$ cat src/sv/assert_macros.svh
// Assertion macros shared by the receiver RTL.
// Depends on clk and rst_n being visible at the point of use.
`ifndef ASSERT_MACROS_SVH
`define ASSERT_MACROS_SVH

`ifndef ASSERT_OFF

// Check a property on every clock, skipped while reset is held.
`define ODUR_ASSERT(lbl, prop, msg) \
  lbl: assert property (@(posedge clk) disable iff (!rst_n) prop) else $error(msg);

// Check a property on every clock, including during reset.
`define ODUR_ASSERT_ALWAYS(lbl, prop, msg) \
  lbl: assert property (@(posedge clk) prop) else $error(msg);

`else

`define ODUR_ASSERT(lbl, prop, msg)
`define ODUR_ASSERT_ALWAYS(lbl, prop, msg)

`endif

`endif

$ cat src/sv/odur_pkg.sv
// Shared types and constants of the dual-pin oversampled UART receiver.
// No dependencies.
package odur_pkg;

  localparam int BUFFER_DEPTH_DEF = 32;
  localparam int BITS_PER_CHAR    = 9;

  localparam logic [2:0] START_WAIT    = 3'd4;
  localparam logic [2:0] TICKS_PER_BIT = 3'd3;
  localparam logic [7:0] TIMEOUT_RESET = 8'd105;
  localparam logic [3:0] CHAR_BITS     = 4'(BITS_PER_CHAR);

  localparam logic CMD_TICK  = 1'b0;
  localparam logic CMD_CLEAR = 1'b1;

  typedef enum logic [1:0] {
    PIN_NONE = 2'd0,
    PIN_A    = 2'd1,
    PIN_B    = 2'd2
  } pin_sel_t;

  typedef struct packed {
    logic command;
    logic pin_a_level;
    logic pin_b_level;
  } in_item_t;

  typedef struct packed {
    logic       byte_valid;
    logic [7:0] byte_value;
    logic [4:0] byte_index;
    logic       frame_done;
    logic       receiving;
  } result_t;

endpackage

$ cat src/sv/odur_in_if.sv
// Input channel of the receiver: one beat per sample tick or clear command.
// Depends on nothing.
interface odur_in_if;
  logic valid;
  logic ready;
  logic command;
  logic pin_a_level;
  logic pin_b_level;

  modport source (output valid, output command, output pin_a_level, output pin_b_level,
                  input ready);
  modport sink (input valid, input command, input pin_a_level, input pin_b_level,
                output ready);
endinterface

$ cat src/sv/odur_out_if.sv
// Result channel of the receiver: one beat per input beat.
// Depends on nothing.
interface odur_out_if;
  logic       valid;
  logic       ready;
  logic       byte_valid;
  logic [7:0] byte_value;
  logic [4:0] byte_index;
  logic       frame_done;
  logic       receiving;

  modport source (output valid, output byte_valid, output byte_value, output byte_index,
                  output frame_done, output receiving, input ready);
  modport sink (input valid, input byte_valid, input byte_value, input byte_index,
                input frame_done, input receiving, output ready);
endinterface

$ cat src/sv/odur_core.sv
// Receiver state and single-pass step logic for one beat.
// Depends on odur_pkg and assert_macros.svh.
`include "assert_macros.svh"

module odur_core #(
  parameter int BUFFER_DEPTH = odur_pkg::BUFFER_DEPTH_DEF
) (
  input  logic               clk,
  input  logic               rst_n,
  input  logic               step,
  input  odur_pkg::in_item_t item,
  input  logic               cfg_we,
  input  logic [7:0]         cfg_wdata,
  output odur_pkg::result_t  res
);

  localparam int IDX_W = (BUFFER_DEPTH > 1) ? $clog2(BUFFER_DEPTH) : 1;

  logic               busy_r, busy_nxt;
  logic [2:0]         sample_r, sample_nxt;
  logic [3:0]         bits_r, bits_nxt;
  logic [7:0]         shift_r, shift_nxt;
  odur_pkg::pin_sel_t pin_r, pin_nxt;
  logic [7:0]         tmo_r, tmo_nxt;
  logic               done_r, done_nxt;
  logic [IDX_W-1:0]   widx_r, widx_nxt;
  logic [7:0]         idle_ticks_r;

  logic [2:0]         sample_dec;
  logic [3:0]         bits_dec;
  logic [IDX_W:0]     widx_inc;
  logic [7:0]         tmo_base;
  logic               line_bit;
  logic               accept;

  always_comb begin
    case (pin_r)
      odur_pkg::PIN_A: line_bit = item.pin_a_level;
      odur_pkg::PIN_B: line_bit = item.pin_b_level;
      default:         line_bit = 1'b0;
    endcase
  end

  always_comb begin
    busy_nxt   = busy_r;
    sample_nxt = sample_r;
    bits_nxt   = bits_r;
    shift_nxt  = shift_r;
    pin_nxt    = pin_r;
    tmo_nxt    = tmo_r;
    done_nxt   = done_r;
    widx_nxt   = widx_r;
    accept     = 1'b0;
    sample_dec = sample_r - 3'd1;
    bits_dec   = bits_r - 4'd1;
    widx_inc   = {1'b0, widx_r} + (IDX_W + 1)'(1);
    tmo_base   = tmo_r;

    if (item.command == odur_pkg::CMD_CLEAR) begin
      done_nxt = 1'b0;
      widx_nxt = '0;
    end else begin
      if (busy_r) begin
        if (sample_dec == 3'd0) begin
          sample_nxt = odur_pkg::TICKS_PER_BIT;
          bits_nxt   = bits_dec;
          if (bits_dec == 4'd0) begin
            busy_nxt = 1'b0;
            if ((item.pin_a_level | item.pin_b_level) && !done_r) begin
              accept   = 1'b1;
              tmo_base = idle_ticks_r;
              widx_nxt = (widx_inc >= (IDX_W + 1)'(BUFFER_DEPTH)) ? '0 : widx_inc[IDX_W-1:0];
            end
          end else begin
            shift_nxt = {line_bit, shift_r[7:1]};
          end
        end else begin
          sample_nxt = sample_dec;
        end
      end else if (!item.pin_b_level) begin
        pin_nxt    = odur_pkg::PIN_B;
        busy_nxt   = 1'b1;
        sample_nxt = odur_pkg::START_WAIT;
        bits_nxt   = odur_pkg::CHAR_BITS;
      end else if (!item.pin_a_level) begin
        pin_nxt    = odur_pkg::PIN_A;
        busy_nxt   = 1'b1;
        sample_nxt = odur_pkg::START_WAIT;
        bits_nxt   = odur_pkg::CHAR_BITS;
      end

      tmo_nxt = tmo_base;
      if (tmo_base != 8'd0) begin
        tmo_nxt = tmo_base - 8'd1;
        if (tmo_base == 8'd1) begin
          done_nxt = 1'b1;
        end
      end
    end

    res.byte_valid = accept;
    res.byte_value = accept ? shift_r : 8'd0;
    res.byte_index = accept ? 5'(widx_r) : 5'd0;
    res.frame_done = done_nxt;
    res.receiving  = busy_nxt;
  end

  always_ff @(posedge clk) begin
    if (!rst_n) begin
      busy_r       <= 1'b0;
      sample_r     <= odur_pkg::START_WAIT;
      bits_r       <= 4'd0;
      shift_r      <= 8'd0;
      pin_r        <= odur_pkg::PIN_NONE;
      tmo_r        <= 8'd0;
      done_r       <= 1'b0;
      widx_r       <= '0;
      idle_ticks_r <= odur_pkg::TIMEOUT_RESET;
    end else begin
      if (cfg_we) begin
        idle_ticks_r <= cfg_wdata;
      end
      if (step) begin
        busy_r   <= busy_nxt;
        sample_r <= sample_nxt;
        bits_r   <= bits_nxt;
        shift_r  <= shift_nxt;
        pin_r    <= pin_nxt;
        tmo_r    <= tmo_nxt;
        done_r   <= done_nxt;
        widx_r   <= widx_nxt;
      end
    end
  end

  `ODUR_ASSERT(a_byte_needs_busy, step && res.byte_valid |-> busy_r && !done_r, "stray byte")
  `ODUR_ASSERT(a_sample_nonzero, busy_r |-> sample_r != 3'd0, "sample count zero while busy")
  `ODUR_ASSERT(a_index_range, (IDX_W + 1)'(widx_r) < (IDX_W + 1)'(BUFFER_DEPTH), "index past depth")
  `ODUR_ASSERT(a_timer_runs, step && item.command == odur_pkg::CMD_TICK && !res.byte_valid && tmo_r > 8'd1 |=> tmo_r == $past(tmo_r) - 8'd1, "timer stuck")

endmodule

$ cat src/sv/oversampled_dual_pin_uart_receiver.sv
// Dual-pin UART receiver at three sample ticks per bit: one beat in per cycle while the result
// side is not stalled, one result beat out per input beat. Each beat is held in an input
// register, run through the receiver step in one pass and held in the result register; a
// stalled result lets the input register take one more beat, then holds off further input.
// Depends on odur_pkg, odur_in_if, odur_out_if and odur_core.
module oversampled_dual_pin_uart_receiver #(
  parameter int BUFFER_DEPTH = odur_pkg::BUFFER_DEPTH_DEF
) (
  input  logic       clk,
  input  logic       rst_n,
  odur_in_if.sink    in_if,
  odur_out_if.source out_if,
  input  logic       cfg_we,
  input  logic [7:0] cfg_wdata
);

  logic               s1_vld_r;
  odur_pkg::in_item_t s1_item_r;
  logic               out_vld_r;
  odur_pkg::result_t  out_res_r;
  odur_pkg::result_t  step_res;
  logic               advance;

  assign advance     = s1_vld_r && (!out_vld_r || out_if.ready);
  assign in_if.ready = !s1_vld_r || advance;

  always_ff @(posedge clk) begin
    if (!rst_n) begin
      s1_vld_r  <= 1'b0;
      out_vld_r <= 1'b0;
    end else begin
      if (in_if.ready) begin
        s1_vld_r <= in_if.valid;
      end
      if (advance) begin
        out_vld_r <= 1'b1;
      end else if (out_if.ready) begin
        out_vld_r <= 1'b0;
      end
    end
  end

  always_ff @(posedge clk) begin
    if (in_if.ready && in_if.valid) begin
      s1_item_r.command     <= in_if.command;
      s1_item_r.pin_a_level <= in_if.pin_a_level;
      s1_item_r.pin_b_level <= in_if.pin_b_level;
    end
    if (advance) begin
      out_res_r <= step_res;
    end
  end

  odur_core #(
    .BUFFER_DEPTH(BUFFER_DEPTH)
  ) u_core (
    .clk      (clk),
    .rst_n    (rst_n),
    .step     (advance),
    .item     (s1_item_r),
    .cfg_we   (cfg_we),
    .cfg_wdata(cfg_wdata),
    .res      (step_res)
  );

  assign out_if.valid      = out_vld_r;
  assign out_if.byte_valid = out_res_r.byte_valid;
  assign out_if.byte_value = out_res_r.byte_value;
  assign out_if.byte_index = out_res_r.byte_index;
  assign out_if.frame_done = out_res_r.frame_done;
  assign out_if.receiving  = out_res_r.receiving;

endmodule

$ cat src/flat_wrapper.sv
// flat-port wrapper written by rule: the top's interface ports become plain ports
module oversampled_dual_pin_uart_receiver_flat 
#(
  parameter int BUFFER_DEPTH = odur_pkg::BUFFER_DEPTH_DEF
)
  (clk, rst_n, cfg_we, cfg_wdata, in_if_valid, in_if_command, in_if_pin_a_level, in_if_pin_b_level, in_if_ready, out_if_valid, out_if_byte_valid, out_if_byte_value, out_if_byte_index, out_if_frame_done, out_if_receiving, out_if_ready);
  odur_in_if in_if_i ();
  odur_out_if out_if_i ();
  input  logic clk;
  input  logic rst_n;
  input  logic cfg_we;
  input  logic [7:0] cfg_wdata;
  input wire logic [$bits(in_if_i.valid)-1:0] in_if_valid;
  input wire logic [$bits(in_if_i.command)-1:0] in_if_command;
  input wire logic [$bits(in_if_i.pin_a_level)-1:0] in_if_pin_a_level;
  input wire logic [$bits(in_if_i.pin_b_level)-1:0] in_if_pin_b_level;
  output wire logic [$bits(in_if_i.ready)-1:0] in_if_ready;
  output wire logic [$bits(out_if_i.valid)-1:0] out_if_valid;
  output wire logic [$bits(out_if_i.byte_valid)-1:0] out_if_byte_valid;
  output wire logic [$bits(out_if_i.byte_value)-1:0] out_if_byte_value;
  output wire logic [$bits(out_if_i.byte_index)-1:0] out_if_byte_index;
  output wire logic [$bits(out_if_i.frame_done)-1:0] out_if_frame_done;
  output wire logic [$bits(out_if_i.receiving)-1:0] out_if_receiving;
  input wire logic [$bits(out_if_i.ready)-1:0] out_if_ready;
  assign in_if_i.valid = in_if_valid;
  assign in_if_i.command = in_if_command;
  assign in_if_i.pin_a_level = in_if_pin_a_level;
  assign in_if_i.pin_b_level = in_if_pin_b_level;
  assign in_if_ready = in_if_i.ready;
  assign out_if_valid = out_if_i.valid;
  assign out_if_byte_valid = out_if_i.byte_valid;
  assign out_if_byte_value = out_if_i.byte_value;
  assign out_if_byte_index = out_if_i.byte_index;
  assign out_if_frame_done = out_if_i.frame_done;
  assign out_if_receiving = out_if_i.receiving;
  assign out_if_i.ready = out_if_ready;
  oversampled_dual_pin_uart_receiver #(.BUFFER_DEPTH(BUFFER_DEPTH)) u_core (.clk(clk), .rst_n(rst_n), .in_if(in_if_i), .out_if(out_if_i), .cfg_we(cfg_we), .cfg_wdata(cfg_wdata));
endmodule
$ cat config.mk
export PLATFORM = sky130hd
export DESIGN_NAME = oversampled_dual_pin_uart_receiver_flat
export DESIGN_NICKNAME = d
export VERILOG_FILES = /design/src/sv/odur_pkg.sv /design/src/sv/odur_in_if.sv /design/src/sv/odur_out_if.sv /design/src/sv/odur_core.sv /design/src/sv/oversampled_dual_pin_uart_receiver.sv /design/src/flat_wrapper.sv
export VERILOG_INCLUDE_DIRS = /design/src /design/src/sv
export SDC_FILE = /design/constraint.sdc
export NUM_CORES = 1
export LEC_CHECK = 0
export BUFFER_PORTS_ARGS = -buffer_cell sky130_fd_sc_hd__buf_2
export CORE_MARGIN = 5
export CORE_UTILIZATION = 45
export CTS_CLUSTER_SIZE = 20
export DETAILED_ROUTE_END_ITERATION = 10
export PLACE_DENSITY_LB_ADDON = 0.15
export SETUP_SLACK_MARGIN = 0.05
export SYNTH_ARGS = -nofsm -noshare
export SYNTH_HDL_FRONTEND = slang
export SYNTH_HIERARCHICAL = 1
export SYNTH_SLANG_ARGS = --single-unit
$ cat constraint.sdc
create_clock -name clk -period 2.7 [get_ports clk]
set_input_delay 0.27 -clock clk [delete_from_list [all_inputs] [get_ports clk]]
set_output_delay 0.27 -clock clk [all_outputs]
set_load 0.005 [all_outputs]
Word-level counts from Yosys, hierarchy flattened
Cells that the tools add are included.
Widths: inputs -> output; s select.
- add/sub/neg operators: 4
- $mul: 0
- divide/modulo/power cells: 0
- magnitude comparators: 1
- equal/unequal tests: 6
- shift operators: 0
- multiplexer cells: 39
- bitwise operators: 4
- reductions and logical operators: 22
- operators with widths (kind ; count):
    $mux 8 ; 6
    $mux 5 ; 6
    $mux 1 ; 16
    $mux 4 ; 4
    $mux 3 ; 4
    $reduce_and 5->1 ; 2
    $reduce_bool 2->1 ; 5
    $eq 8x1->1 const B ; 1
    $reduce_and 4->1 ; 2
    $reduce_bool 8->1 ; 1
    $sub 8x1->8 const B ; 1
    $add 5x1->6 const B ; 1
    $ge 6x6->1 const B ; 1
    $logic_not 4->1 ; 1
    $mux 2 ; 2
    $sub 4x1->4 const B ; 1
    $logic_and 1x1->1 ; 3
    $logic_not 1->1 ; 3
    $logic_not 3->1 ; 1
    $ne 3x3->1 const B ; 1
    $not 1->1 ; 3
    $reduce_and 3->1 ; 1
    $sub 3x1->3 const B ; 1
    $eq 2x1->1 const B ; 1
    7 further kinds ; 8
- flip-flop bits (word level): 61
- latch bits: 0
- RAM bits: 0
- bits in read-only memories: 0
- input bits: 16
- output and inout bits: 18
- logic and storage cells: 95
- memories: 0

Depth between registers and ports, before layout
- depth after elaboration: 11
- mapped depth: 14
- depth with buffers taken out: 14

By module
Netlist, hierarchy kept.
- modules (own cells, without submodules) (module ; instances ; cells an instance ; area an instance (um2) ; sequential area each (um2)):
    odur_core ; 1 ; 262 ; 2290.9 ; 800.8
    oversampled_dual_pin_uart_receiver ; 1 ; 28 ; 674.4 ; 610.6

Worst setup path before layout
Ideal clock, no wire load.
- path kind: reg-to-reg
- start: register u_core.u_core.sample_r[0]
- end: register u_core.u_core.tmo_r[4]
- library setup time: 122 ps
- arrival time: 2692 ps
- data required time: 2578 ps
- setup slack: -114 ps
- cell stages (with the launch flop): 14
- buffers on the path: 0
- period minus slack after synthesis: 2814 ps
- path through: dfxtp_1 -> inv_1 -> ha_1 -> xnor2_2 -> o2111ai_4 -> nor2_4 -> mux2_2 -> inv_1 -> ha_1 -> inv_1 -> or3_2 -> mux2i_1 -> xor2_1 -> o21ai_0
- cells in the longest elaborated chain, start to end: 7
- elaborated cells between the ends (all ways): 8
- classes of those cells: add/sub (2); mux (4); reduce/logical (2)
- RTL lines (what ; RTL line ; RTL):
    start: declaration ; odur_core.sv:20 ; logic [2:0] sample_r, sample_nxt;
    start signal: assignment ; odur_core.sv:111 ; sample_r <= odur_pkg::START_WAIT;
    start signal: assignment ; odur_core.sv:125 ; sample_r <= sample_nxt;
    $sub 3x1->3 * ; odur_core.sv:54 ; sample_dec = sample_r - 3'd1;
    $logic_not 3->1 * ; odur_core.sv:64 ; if (sample_dec == 3'd0) begin
    $mux 8 * ; odur_core.sv:64 ;
    $mux 8 * ; odur_core.sv:63 ; if (busy_r) begin
    $mux 8 * ; odur_core.sv:59 ; if (item.command == odur_pkg::CMD_CLEAR) begin
    $sub 8x1->8 or $reduce_bool 8->1 (tied branches) ; odur_core.sv:94, odur_core.sv:93 ;
    $mux 8 * ; odur_core.sv:93 ; if (tmo_base != 8'd0) begin
    end signal: assignment ; odur_core.sv:129 ; tmo_r <= tmo_nxt;
    end: declaration ; odur_core.sv:24 ; logic [7:0] tmo_r, tmo_nxt;
Every way passes the cells marked *; elsewhere a longest branch is shown, timed or not. The select of a mux whose other input is x is not followed.
A chain may end at the register's enable or synchronous reset.

Final worst setup path
- start: register u_core.u_core.bits_r[0]
- end: register u_core.u_core.tmo_r[4]
- cells in the longest elaborated chain, start to end: 8
- elaborated cells between the ends (all ways): 9
- classes of those cells: add/sub (2); mux (5); reduce/logical (2)
- RTL lines (what ; RTL line ; RTL):
    start: declaration ; odur_core.sv:21 ; logic [3:0] bits_r, bits_nxt;
    start signal: assignment ; odur_core.sv:126 ; bits_r <= bits_nxt;
    $sub 4x1->4 * ; odur_core.sv:55 ; bits_dec = bits_r - 4'd1;
    $logic_not 4->1 * ; odur_core.sv:67 ; if (bits_dec == 4'd0) begin
    $mux 8 * ; odur_core.sv:67 ;
    $mux 8 * ; odur_core.sv:64 ;
    $mux 8 * ; odur_core.sv:63 ;
    $mux 8 * ; odur_core.sv:59 ;
    $sub 8x1->8 or $reduce_bool 8->1 (tied branches) ; odur_core.sv:94, odur_core.sv:93 ;
    $mux 8 * ; odur_core.sv:93 ;
Marks and branches as above.

==> impl_metrics.env <==
export IMPL_firstDrtPassIters=4
export IMPL_grt_max_degree=33
export IMPL_max_cap_violations=0
export IMPL_synthArstFlopShare_pct=0
export IMPL_hold_class="input pin to flip-flop"
export IMPL_synth_ff_type="dfxtp_1"
export IMPL_min_period_ns=2.60
export IMPL_crit_arrival_ns=2.82
export IMPL_grt_overflow_total=0
export IMPL_startpoint_type="flip-flop"
export IMPL_timing_rr_end="u_core/u_core/tmo_r[4]$_SDFFE_PN0P_"
export IMPL_yosysWarningCount=6
export IMPL_root_buffer="clkbuf_8"
export IMPL_path_max_fanout=5
export IMPL_final_common_cell="dfxtp_1"
export IMPL_vdd_ir_drop_max_uv=326
export IMPL_first_global_vias=2121
export IMPL_synth_xor_area_share_pct=2.62
export IMPL_regToRegSetupSlack_ns=0.10
export IMPL_r2r_start="u_core/u_core/bits_r[0]$_SDFFE_PN0P_"
export IMPL_syn_nets=315
export IMPL_maxSlewViolCount=0
export IMPL_fin_crit_sh_pct=96.2
export IMPL_path_class="flip-flop to flip-flop"
export IMPL_avgSynthCellArea_sq_um=10.2
export IMPL_stdcell_count=417
export IMPL_rr_worst_depth=13
export IMPL_port_buffer_count=33
export IMPL_synth_simple_gate_area_share_pct=20.6
export IMPL_cts_buffers=9
export IMPL_setup_worst_path_end="u_core/u_core/tmo_r[4]$_SDFFE_PN0P_"
export IMPL_critical_path_required_ns=2.92
export IMPL_finalSetupTns_ns=0
export IMPL_cellPowerDensity_nw_per_um2=531
export IMPL_critical_path_max_stage_delay_ns=0.39
export IMPL_synth_compound_gate_area_share_pct=14.2
export IMPL_design_die_area_sq_um=8310
export IMPL_routedWlPerCell_microns=14.2
export IMPL_slowest_stage="dfxtp_4"
export IMPL_final_nets=360
export IMPL_rsz0062_at_grt="true"
export IMPL_insertion_delay_ns=0.33
export IMPL_synth_top_family_by_area="simple AND/OR/NAND/NOR gates"
export IMPL_drt_wl_total_mm=5.94
export IMPL_p_leak_nw=1.43
export IMPL_end_kind="flip-flop"
export IMPL_coreArea_sq_um=6390
export IMPL_grt_pass1_wl_mm=10.1
export IMPL_synth_edf_count=19
export IMPL_hpwlAfterDp_mm=3.98
export IMPL_place_inst=395
export IMPL_htreeDepth=3
export IMPL_timing_slew_headroom_pct=30.1
export IMPL_synth_seq_cells=61
export IMPL_clock_path_buffers=2
export IMPL_drc=0
export IMPL_setup_violations=0
export IMPL_finalHoldViolCount=0
export IMPL_antenna_found_initial=0
export IMPL_ant_nets=0
export IMPL_cts_clk_slew_worst_paths_ns=0.07
export IMPL_yosys_area_share_adder_pct=3.80
export IMPL_ioPinCount=34
export IMPL_muxShareOfSynthArea_pct=7.17
export IMPL_final_cell_mix="dfxtp_1, nor2_1, buf_2"
export IMPL_die_h_microns=91.2
export IMPL_rows=29
export IMPL_antenna_cells=0
export IMPL_fmax_ghz=0.385
export IMPL_tightest_slew_ns=1.05
export IMPL_drive_above_1_share_pct=29.1
export IMPL_clock_skew_ns=0.00591
export IMPL_fp_dieW_microns=91.2
export IMPL_synth_cell_types=64
export IMPL_synthCells=290
export IMPL_outcome="complete, no violations"
export IMPL_cts_tree="done"
export IMPL_ctsHoldBuffers=0
export IMPL_vias_per_cell=5.27
export IMPL_fillerInstances=560
export IMPL_ys_seq_area_share_pct=47.6
export IMPL_syn_area_sq_um=2970
export IMPL_drtIter0Drc=42
export IMPL_vias=2199
export IMPL_fin_hold_ws_ns=0.107
export IMPL_syn_to_final_growth_pct=20.3
export IMPL_path_cells="inv_4 -> ha_4 -> nor3b_4 -> a31oi_4 -> nor2_4 -> mux2_4 -> inv_2 -> ha_4 -> inv_2 -> or3_4 -> mux2i_1 -> xor2_1 -> o21ai_1"
export IMPL_gp_congestion=0.848
export IMPL_grt_usage_pct=14.9
export IMPL_clock_sinks=61
export IMPL_initial_utilization_pct=46.4
export IMPL_cp_startpoint="u_core/u_core/bits_r[0]$_SDFFE_PN0P_"
per-stage QoR:
step,util (%),setup slack [ns],power [mW],instance area [sq um]
after floorplan,-,-0.0444,1.08,2990
after global routing,55.9,0.0254,1.98,3570
final,55.9,0.102,1.89,3570
after detailed placement,50.7,-0.0101,1.12,3240
after global placement,50.7,0.0729,1.12,3240
after CTS,54.6,0.0512,1.91,3490
sequential cells by signal, indices dropped and copies added, names as in the netlist:
name,flops
u_core/out_if.byte_valid,1
u_core/u_core/busy_r,1
u_core/u_core/tmo_r,8
u_core/u_core/widx_r,5
u_core/s1_vld_r,1
u_core/out_if.byte_value,8
u_core/s1_item_r,3
u_core/u_core/idle_ticks_r,8
u_core/out_if.byte_index,5
u_core/out_if.frame_done,1
u_core/out_if.valid,1
u_core/out_if.receiving,1
u_core/u_core/done_r,1
u_core/u_core/bits_r,4
u_core/u_core/sample_r,3
u_core/u_core/pin_r,2
u_core/u_core/shift_r,8
where the power goes:
group,internal [mW],switching [mW],total (mW)
registers,0.969,0.0212,0.990
clock network,0.424,0.364,0.788
logic,0.0521,0.0630,0.115
total,1.45,0.448,1.89
cells in the mapped netlist (3+ instances only):
cell type | number | area [sq um]
dfxtp_1 | 42 | 841
nor2_1 | 36 | 135
a21oi_1 | 22 | 110
edfxtp_1 | 19 | 571
mux2i_1 | 19 | 190
nand2_1 | 17 | 63.8
and2_1 | 14 | 87.6
inv_1 | 11 | 41.3
ha_1 | 9 | 113
o21ai_0 | 8 | 40.0
clkbuf_1 | 6 | 22.5
xnor2_1 | 6 | 52.6
nor3_1 | 5 | 25.0
or3_1 | 5 | 31.3
buf_4 | 4 | 30.0
a211o_1 | 3 | 26.3
a211oi_1 | 3 | 22.5
buf_2 | 3 | 15.0
nand2b_1 | 3 | 18.8
what timing repair did:
action,in CTS,in global routing
pin swaps,5,7
gates cloned,0,0
buffers inserted,3,3
gates resized for setup,5,16
setup endpoints to repair,2,2
routing by layer:
layer  track usage [%]  wire, microns  vias up  part of all wire [%]
li1                  -              -     1117                     -
met1              19.5           2810     1026                    47
met2              23.0           2780       41                    47
met3              2.89            205       15                   3.5
met4              8.31            143        0                   2.4
met5                 0              0        -                     0
final cells by class:
| cell class | instances | area [sq um] | area share, % |
|---|---|---|---|
| flip-flops and latches | 61 | 1420 | 39.8 |
| well taps | 77 | 96.3 | 2.70 |
| multi-input cells | 204 | 1530 | 42.9 |
| clock buffers | 10 | 128 | 3.58 |
| repair buffers | 48 | 282 | 7.89 |
| inverters | 11 | 46.3 | 1.30 |
| clock inverters | 6 | 63.8 | 1.79 |
cells by family after synthesis:
family,count (synthesis)
buf+inv,25
xor+xnor,8
flops,61
fa+ha+maj,9
simple gates,108
compound gates,58
mux,21
critical path: cells and delay by family (launching register included):
family          cells  cell delay [ns]
flops               1             0.39
simple gates        3             0.74
fa+ha+maj           2             0.30
buf+inv             3             0.16
mux                 2             0.51
xor+xnor            1             0.19
compound gates      2             0.22
worst min-delay path by stage:
| stage | startpoint | to | slack (ns) | cells past startpoint |
|---|---|---|---|---|
| final | in_if_pin_b_level | u_core/s1_item_r[0]$_DFFE_PP_ | 0.11 | 1 |
| after global routing | in_if_pin_b_level | u_core/s1_item_r[0]$_DFFE_PP_ | 0.1 | 1 |
| after CTS | in_if_pin_b_level | u_core/s1_item_r[0]$_DFFE_PP_ | 0.09 | 1 |
| after detailed placement | in_if_pin_b_level | u_core/s1_item_r[0]$_DFFE_PP_ | 0.45 | 1 |
| after global placement | in_if_pin_a_level | u_core/s1_item_r[1]$_DFFE_PP_ | 0.45 | 1 |
| after floorplan | in_if_pin_b_level | u_core/s1_item_r[0]$_DFFE_PP_ | 0.37 | 0 |
(Power assumes the default switching activity.)
